**src/sv/dft_pkg.sv**
```systemverilog
// dft_pkg: shared types and constants for the deadband step fan trim block
// used by dft_update and deadband_step_fan_trim; no dependencies
`default_nettype none

package dft_pkg;

    localparam int SampleWidth = 16;
    localparam int TrimWidth   = 16;
    localparam int CountWidth  = 16;
    localparam int LevelWidth  = 15;
    localparam int CfgIdxWidth = 3;
    localparam int CfgDatWidth = 16;

    // trim plus or minus a step, with room so nothing wraps
    localparam int WideWidth   = TrimWidth + 2;

    typedef enum logic [1:0] {
        MODE_DISABLED = 2'd0,
        MODE_ACTIVE   = 2'd1,
        MODE_FROZEN   = 2'd2,
        MODE_UNUSED   = 2'd3
    } dft_mode_t;

    typedef enum logic [CfgIdxWidth-1:0] {
        REG_TARGET_LEVEL    = 3'd0,
        REG_DEAD_ZONE       = 3'd1,
        REG_STEP_SIZE       = 3'd2,
        REG_HOLD_TICKS      = 3'd3,
        REG_TRIM_FLOOR      = 3'd4,
        REG_TRIM_CEILING    = 3'd5,
        REG_RUN_MODE        = 3'd6,
        REG_BAD_SAMPLE_CODE = 3'd7
    } dft_reg_idx_t;

    localparam logic signed [SampleWidth-1:0] BadSampleReset = 16'sh7FFF;

    typedef struct packed {
        logic        [LevelWidth-1:0]  target_level;
        logic        [LevelWidth-1:0]  dead_zone;
        logic        [LevelWidth-1:0]  step_size;
        logic        [CountWidth-1:0]  hold_ticks;
        logic signed [TrimWidth-1:0]   trim_floor;
        logic signed [TrimWidth-1:0]   trim_ceiling;
        dft_mode_t                     run_mode;
        logic signed [SampleWidth-1:0] bad_sample_code;
    } dft_cfg_t;

    typedef struct packed {
        logic signed [TrimWidth-1:0]  trim;
        logic        [CountWidth-1:0] count;
    } dft_state_t;

endpackage

`default_nettype wire

```
**src/sv/dft_update.sv**
```systemverilog
// dft_update: next trim and hold-off count for one sample
// depends on dft_pkg
`default_nettype none

module dft_update (
    input  wire dft_pkg::dft_cfg_t                         cfg,
    input  wire dft_pkg::dft_state_t                       cur,
    input  wire logic signed [dft_pkg::SampleWidth-1:0]    sample,
    output dft_pkg::dft_state_t                            nxt
);
    import dft_pkg::*;

    logic                         bad;
    logic signed [WideWidth-1:0]  sample_w;
    logic signed [WideWidth-1:0]  band_hi;
    logic signed [WideWidth-1:0]  band_lo;
    logic signed [WideWidth-1:0]  trim_w;
    logic signed [WideWidth-1:0]  step_w;
    logic signed [WideWidth-1:0]  floor_w;
    logic signed [WideWidth-1:0]  ceil_w;
    logic signed [WideWidth-1:0]  stepped;

    assign bad      = (sample == cfg.bad_sample_code);
    assign sample_w = WideWidth'(sample);
    assign band_hi  = $signed(WideWidth'({1'b0, cfg.target_level}))
                    + $signed(WideWidth'({1'b0, cfg.dead_zone}));
    assign band_lo  = $signed(WideWidth'({1'b0, cfg.target_level}))
                    - $signed(WideWidth'({1'b0, cfg.dead_zone}));
    assign trim_w   = WideWidth'(cur.trim);
    assign step_w   = $signed(WideWidth'({1'b0, cfg.step_size}));
    assign floor_w  = WideWidth'(cfg.trim_floor);
    assign ceil_w   = WideWidth'(cfg.trim_ceiling);

    always_comb
    begin
        stepped = trim_w;
        if (cur.count == '0)
        begin
            if (sample_w > band_hi)
                stepped = trim_w - step_w;
            else if (sample_w < band_lo)
                stepped = trim_w + step_w;
        end
    end

    always_comb
    begin
        nxt = cur;
        if (bad)
        begin
            nxt.trim = '0;
        end
        else
        begin
            unique case (cfg.run_mode)
                MODE_ACTIVE:
                begin
                    if (cur.count != '0)
                        nxt.count = cur.count - 1'b1;
                    else
                        nxt.count = cfg.hold_ticks;
                    // when the limits cross, a step below the floor takes the floor, any other the ceiling
                    if (stepped < floor_w)
                        nxt.trim = cfg.trim_floor;
                    else if (stepped > ceil_w)
                        nxt.trim = cfg.trim_ceiling;
                    else
                        nxt.trim = stepped[TrimWidth-1:0];
                end
                MODE_FROZEN:
                begin
                    nxt = cur;
                end
                default:
                begin
                    nxt.trim = '0;
                end
            endcase
        end
    end

endmodule

`default_nettype wire

```
**src/sv/deadband_step_fan_trim.sv**
```systemverilog
// deadband_step_fan_trim: top level, config registers, trim state and output stage
// depends on dft_pkg and dft_update
`default_nettype none

// Each sample request updates a signed fan-speed trim and a hold-off counter
// and yields one trim result, the trim after that sample. The update is a
// compare, add and clamp done in dft_update right at the input, and the state
// and result registers load on the same edge, so a new sample is taken every
// cycle while the result register is empty or being drained. The result shows
// in the cycle after the sample is accepted.
// Configuration is written through cfg_we/cfg_index/cfg_data and takes
// effect on the next sample; write it only while no sample is in flight.
module deadband_step_fan_trim (
    input  wire                                  clk,
    input  wire                                  rst_n,
    // bits 15:0 sensor_sample
    input  wire [15:0]                           s_axis_tdata,
    input  wire                                  s_axis_tvalid,
    output logic                                 s_axis_tready,
    // bits 15:0 speed_trim
    output logic [15:0]                          m_axis_tdata,
    output logic                                 m_axis_tvalid,
    input  wire                                  m_axis_tready,
    input  wire                                  cfg_we,
    input  wire [dft_pkg::CfgIdxWidth-1:0]       cfg_index,
    input  wire [dft_pkg::CfgDatWidth-1:0]       cfg_data
);
    import dft_pkg::*;

    dft_cfg_t                   cfg_reg;
    dft_state_t                 state_reg;
    dft_state_t                 state_next;
    logic [TrimWidth-1:0]       out_data_reg;
    logic                       out_valid_reg;
    logic                       in_fire;
    logic signed [SampleWidth-1:0] sample;

    assign sample        = $signed(s_axis_tdata[SampleWidth-1:0]);
    assign s_axis_tready = !out_valid_reg || m_axis_tready;
    assign in_fire       = s_axis_tvalid && s_axis_tready;
    assign m_axis_tdata  = out_data_reg;
    assign m_axis_tvalid = out_valid_reg;

    always_ff @(posedge clk or negedge rst_n)
    begin
        if (!rst_n)
        begin
            cfg_reg.target_level    <= '0;
            cfg_reg.dead_zone       <= '0;
            cfg_reg.step_size       <= '0;
            cfg_reg.hold_ticks      <= '0;
            cfg_reg.trim_floor      <= '0;
            cfg_reg.trim_ceiling    <= '0;
            cfg_reg.run_mode        <= MODE_DISABLED;
            cfg_reg.bad_sample_code <= BadSampleReset;
        end
        else if (cfg_we)
        begin
            unique case (dft_reg_idx_t'(cfg_index))
                REG_TARGET_LEVEL:    cfg_reg.target_level    <= cfg_data[LevelWidth-1:0];
                REG_DEAD_ZONE:       cfg_reg.dead_zone       <= cfg_data[LevelWidth-1:0];
                REG_STEP_SIZE:       cfg_reg.step_size       <= cfg_data[LevelWidth-1:0];
                REG_HOLD_TICKS:      cfg_reg.hold_ticks      <= cfg_data[CountWidth-1:0];
                REG_TRIM_FLOOR:      cfg_reg.trim_floor      <= $signed(cfg_data[TrimWidth-1:0]);
                REG_TRIM_CEILING:    cfg_reg.trim_ceiling    <= $signed(cfg_data[TrimWidth-1:0]);
                REG_RUN_MODE:        cfg_reg.run_mode        <= dft_mode_t'(cfg_data[1:0]);
                REG_BAD_SAMPLE_CODE: cfg_reg.bad_sample_code <= $signed(cfg_data[SampleWidth-1:0]);
                default:             cfg_reg <= cfg_reg;
            endcase
        end
    end

    dft_update u_update (
        .cfg    (cfg_reg),
        .cur    (state_reg),
        .sample (sample),
        .nxt    (state_next)
    );

    always_ff @(posedge clk or negedge rst_n)
    begin
        if (!rst_n)
        begin
            state_reg     <= '0;
            out_valid_reg <= 1'b0;
        end
        else
        begin
            if (in_fire)
            begin
                state_reg     <= state_next;
                out_valid_reg <= 1'b1;
            end
            else if (m_axis_tready)
            begin
                out_valid_reg <= 1'b0;
            end
        end
    end

    // result payload, loaded with the new trim on every accepted request
    always_ff @(posedge clk)
    begin
        if (in_fire)
            out_data_reg <= state_next.trim;
    end

`ifndef NO_ASSERTIONS
    a_result_follows: assert property (@(posedge clk) disable iff (!rst_n)
        in_fire |=> m_axis_tvalid && (m_axis_tdata == state_reg.trim))
        else $error("result does not match the updated trim");

    a_disabled_clears: assert property (@(posedge clk) disable iff (!rst_n)
        in_fire && (cfg_reg.run_mode == MODE_DISABLED) |=> state_reg.trim == '0)
        else $error("disabled mode left a nonzero trim");

    a_frozen_holds: assert property (@(posedge clk) disable iff (!rst_n)
        in_fire && (cfg_reg.run_mode == MODE_FROZEN) && (sample != cfg_reg.bad_sample_code)
        |=> $stable(state_reg))
        else $error("frozen mode changed the state");

    a_clamped: assert property (@(posedge clk) disable iff (!rst_n)
        in_fire && (cfg_reg.run_mode == MODE_ACTIVE) && (sample != cfg_reg.bad_sample_code)
        && (cfg_reg.trim_floor <= cfg_reg.trim_ceiling)
        |=> (state_reg.trim >= $past(cfg_reg.trim_floor))
            && (state_reg.trim <= $past(cfg_reg.trim_ceiling)))
        else $error("active trim outside its limits");
`endif

endmodule

`default_nettype wire

```
**config.mk**
```make
export PLATFORM = sky130hd
export DESIGN_NAME = deadband_step_fan_trim
export DESIGN_NICKNAME = d
export VERILOG_FILES = /design/src/sv/dft_pkg.sv /design/src/sv/dft_update.sv /design/src/sv/deadband_step_fan_trim.sv
export SDC_FILE = /design/constraint.sdc
export NUM_CORES = 1
export LEC_CHECK = 0
export BUFFER_PORTS_ARGS = -buffer_cell sky130_fd_sc_hd__buf_2
export CAP_MARGIN = 0
export CELL_PAD_IN_SITES_DETAIL_PLACEMENT = 0
export CELL_PAD_IN_SITES_GLOBAL_PLACEMENT = 1
export CORE_ASPECT_RATIO = 0.8
export CORE_MARGIN = 5
export CORE_UTILIZATION = 50
export DETAILED_ROUTE_END_ITERATION = 7
export GPL_TIMING_DRIVEN = 0
export PLACE_DENSITY_LB_ADDON = 0.1
export SYNTH_ARGS = -nofsm -noshare
export SYNTH_HDL_FRONTEND = slang
export SYNTH_HIERARCHICAL = 1
export SYNTH_SLANG_ARGS = --single-unit
```
**constraint.sdc**
```tcl
create_clock -name clk -period 8.5 [get_ports clk]
set_input_delay 0.85 -clock clk [delete_from_list [all_inputs] [get_ports clk]]
set_output_delay 0.85 -clock clk [all_outputs]
set_load 0.03 [all_outputs]
```
Word-level counts from Yosys, hierarchy flattened
Cells that the tools add are included.
- bits in registers: 160
- output and inout bits: 18
- logic and storage cells: 58
- add/sub/neg operators: 5
- magnitude comparators: 4
- eq/ne operators: 10
- multiplexer cells: 10
- bitwise gates (word level): 1
- reductions and logical operators: 16
- operators with widths (cell ; number):
    $mux 16 ; 4
    $mux 18 ; 3
    $pmux 16 s2 ; 1
    $gt 18x16->1 ; 1
    $lt 18x16->1 ; 1
    $add 16x16->17 ; 1
    $gt 16x17->1 ; 1
    $sub 16x16->17 ; 1
    $add 15x15->16 ; 1
    $eq 16x16->1 ; 1
    $logic_not 16->1 ; 1
    $lt 16x16->1 ; 1
    $reduce_and 2->1 ; 8
    $reduce_bool 16->1 ; 1
    $sub 15x15->16 ; 1
    $sub 16x1->16 const B ; 1
    $eq 3x3->1 const B ; 4
    $eq 3x2->1 const B ; 2
    $eq 3x1->1 const B ; 1
    $logic_not 3->1 ; 1
    $reduce_and 3->1 ; 1
    $eq 2x1->1 const B ; 1
    $eq 2x2->1 const B ; 1
    $mux 1 ; 2
    5 further kinds ; 5

Depth between registers and ports, before layout
- word-level depth: 10
- gate-level depth with buffers: 37
- mapped depth without buffers: 34

Hierarchy
Netlist, hierarchy kept.
- modules (own cells, without submodules) (module ; times used ; cells each ; area each (um^2) ; sequential area each (um^2)):
    dft_update ; 1 ; 886 ; 6192.2 ; 0.0
    deadband_step_fan_trim ; 1 ; 330 ; 6020.8 ; 4102.7

Worst setup path before layout
No wires, ideal clock.
- path kind: register -> register
- start point: reg cfg_reg[96] (netlist name)
- end point: reg state_reg[25] (netlist name)
- setup time: 125 ps
- data arrival time: 6698 ps
- required time: 8375 ps
- path slack: 1678 ps
- cell stages (with the launch flop): 34
- path buffers: 3
- clock period less this slack: 6822 ps
- cells stage by stage: dfrtp_1 > inv_1 > ha_1 > inv_1 > fa_1 > a21o_1 > a21oi_1 > nor2_1 > o21a_1 > o311ai_0 > nand4_1 > a31o_2 > a21oi_1 > xnor2_1 > ha_1 > nand4_1 > or2_1 > a211oi_2 > nor4_2 > or2_1 > buf_6 > buf_6 > a211o_1 > a32oi_1 > ha_1 > and4_1 > a221o_1 > a2111o_1 > a21oi_2 > buf_2 > nand2_1 > o21ai_0 > o221ai_1 > mux2_2
- RTL lines (item ; RTL line ; RTL):
    start, declared ; deadband_step_fan_trim.sv:30 ; dft_cfg_t cfg_reg;
    start signal, assigned ; deadband_step_fan_trim.sv:68 ; default: cfg_reg <= cfg_reg;
    end signal, assigned ; deadband_step_fan_trim.sv:91 ; state_reg <= state_next;
    end, declared ; deadband_step_fan_trim.sv:31 ; dft_state_t state_reg;

==> summary.md <==
| Metric | Value |
|---|---|
| Final setup viols | `0` |
| Outcome | `completed` |
| Largest net degree at the start of global routing | `75` |
| H-tree Lvls | `4` |
| Net Count, Synth | `1,389` |
| Critical path arrival | `8530 ps` |
| Diode count | `0` |
| Fraction of layout cells with a size suffix above 1 | `0.247` |
| Post-synthesis cell type count | `100` |
| Clk_skew | `10.6 ps` |
| VDD IR max | `between 100 and 150 uV` |
| Async set-reset flop share out of synthesis | `0.900` |
| Max cap viols | `0` |
| DRC | `0` |
| Initial Util | `0.505` |
| First-pass GRT wire length | `approximately 55,000 um` |
| GPL Wtd Cong | `0.971` |
| Min-delay worst type | `primary input to asynchronous set/reset pin` |
| Avg Cell Area, Syn | `10.0 sq um` |
| Die X | `185 um` |
| Crit share post-route | `0.961` |
| CP required | `8860 ps` |
| Overflow after GRT | `0` |
| Nets@finish | `between 1,000 and 1,500` |
| Top FF cell, synth | `dfrtp_1` |
| Highest Clock Rate | `0.122 GHz` |
| DRT Wirelength | `approximately 35,000 um` |
| Crit path max fanout | `10` |
| CTS tree | `built` |
| PwrDens | `approximately 300 nW/um^2` |
| Core Footprint | `24,200 sq um` |
| Fin. Hold Viols | `0` |
| Dominant cell type by area after synthesis | `dfrtp_1` |
| Commonest non-fill, non-tap cell in the layout | `mux2_2` |
| Flops & latches, synth | `160` |
| Initial antenna violation count | `0` |
| Placed cell area | `12,900 sq um` |
| Drt via density | `about 6` |
| Top Ports | `58` |
| Row count | `just over 50` |
| Clock-pin transition on the worst setup and hold timing paths | `70 ps` |
| Post-Syn Area | `approximately 12,000 sq um` |
| Routed length per instance | `~22 um` |
| Endpoint class of the critical path | `flip-flop` |
| Number of flip-flops in the largest register | `111` |
| Synth top area share | `0.264` |
| CTS sink cnt | `160` |
| GRT Total Usage | `0.260` |
| Synth area leaders | `dfrtp_1 (26%), ha_1 (13%), mux2_2 (12%)` |
| Startpoint Class | `flip-flop` |
| Die Ht | `150 um` |
| Syn-to-layout area delta | `11.6%` |
| Total CTS buffers | `17` |
| Hold WS | `454 ps` |
| RSZ-0062 raised after global routing | `no` |
| Max Transition Viols Final | `0` |
| CTS Buffer Depth | `2` |
| DP Cell Count | `1,589` |
| Pre-CTS WS | `-145 ps` |
| Die area | `27,700 sq um` |
| Syn Inst Count | `roughly 1,200` |
| Vias in the first global route | `9,474` |
| Tot Pwr | `around 4.0 mW` |
| Root buffer cell | `clkbuf_16` |
| Fin area | `around 14,000 sq um` |
| Setup ws final | `332 ps` |
| Crit Path Class | `flip-flop to flip-flop` |
| Post-DRT Antenna Nets | `0` |
| DR vias | `between 9,000 and 10,000` |
| Final std cells w/o fill | `1,627` |
| Final Critical Period | `8170 ps` |
| Hold-fix buffers, CTS | `0` |
| EDFF count, synth | `16` |
| Synth Warn # | `6` |
| Commonest cells after routing, fill and taps aside | `mux2_2 (134), dfrtp_1 (129), ha_1 (129)` |
| Skew-Pair Late Insertion Delay | `roughly 430 ps` |
| Max_slew headroom | `0.425` |
| LEAKAGE | `6.30 nW` |
| TritonRoute pass-1 iters | `5` |
| Sequential share of the synthesized area | `0.336` |
| DPL Wire Length | `~27,000 um` |
| PortBufs | `54` |
| Initial DRC Count | `706` |
| Tightest Pin Transition | `roughly 860 ps` |
final timing paths:
kind                        startpoint            end  slack [ps]  cells after the start
max in group asynchronous        rst_n    cfg_reg[12]        7180                      2
min reg2reg                cfg_reg[53]    cfg_reg[53]         500                      1
max                        cfg_reg[81]  state_reg[30]         330                     27
min in group clk           cfg_reg[53]    cfg_reg[53]         500                      1
max reg2reg                cfg_reg[81]  state_reg[30]         330                     27
min                              rst_n    cfg_reg[52]         450                      1
cell usage after synthesis (6+ instances only):
cell type,number
or3_1,7
edfxtp_1,16
a221oi_1,7
a22oi_1,17
o31a_1,7
nand2_1,52
nor4_1,6
clkbuf_1,21
o31ai_1,6
buf_6,6
xnor2_1,22
inv_1,108
mux2_4,10
a211oi_1,11
xor2_1,21
buf_2,15
nand2b_1,16
ha_1,129
nand4_1,14
o21ai_1,12
o211ai_1,9
a21o_1,19
and2_1,7
o21ai_0,49
nand3_1,22
nor2b_1,14
mux2_2,134
dfstp_2,15
a31oi_1,13
a21oi_1,60
nor2_1,71
nor3_1,29
dfrtp_1,129
o21bai_1,7
kinds of logic after synthesis:
| family | Yosys count | share of synthesized area |
|---|---|---|
| adder cells (fa/ha/maj) | 133 | 0.139 |
| multiplexers | 145 | 0.137 |
| flip-flops | 160 | 0.336 |
| AO/OA/AOI/OAI | 301 | 0.177 |
| XOR/XNOR | 43 | 0.0308 |
| buffers and inverters | 157 | 0.0564 |
| AND/OR/NAND/NOR | 277 | 0.124 |
where the power goes:
group,switching (mW),internal (mW),total (mW)
Sequential,0.165,0.961,1.13
Clock,0.340,0.434,0.774
Combinational,1.24,0.888,2.12
Total,1.74,2.28,4.02
critical path, stage by stage, from the launching register on:
cell and delay (ps):
dfrtp_1 400, ha_1 240, fa_1 410, nand2b_1 100, a21oi_1 70, nor2_1 180, o21ai_0 140, a221o_1 350
a221oi_1 460, a2111oi_0 280, mux2i_1 220, nand2_1 90, ha_1 310, nand3_2 150, o41ai_4 800, nor2_4 190
buf_6 220, o41ai_1 400, a32oi_1 280, ha_1 390, and4_1 200, a221o_1 360, a2111o_1 480, a21oi_4 240
clkbuf_2 320, nor2_1 70, o31ai_1 510, mux2_2 250
layout make-up:
type,count,area (sq um)
fill,2161,10500
timing repair buffer,61,349
clock buffer,20,467
clock inverter,12,121
inverter,108,405
tap,318,398
sequential,160,4100
multi-input combinational,899,7500
buffer,49,290
metal layers:
metal	up-vias	wire (um)	global-route usage
li1	4635	-	-
met1	4776	16600	0.367
met2	276	16200	0.418
met5	-	0	0
met3	52	2000	0.0462
met4	0	740	0.0631
metrics by stage:
| step | util | TNS (ps) |
|---|---|---|
| 3_5_place_dp | 0.534 | -937 |
| 3_3_place_gp | 0.533 | -1180 |
| 4_1_cts | 0.559 | 0 |
| 5_1_grt | 0.564 | 0 |
| 2_1_floorplan | - | 0 |
| 6_report | 0.564 | 0 |
what timing repair did:
item,CTS,global route
pin swaps,1,3
endpoints found under the setup margin,21,32
gates resized for setup,4,14
setup buffers,0,6
Note: power is estimated with default switching activity, not from simulation.
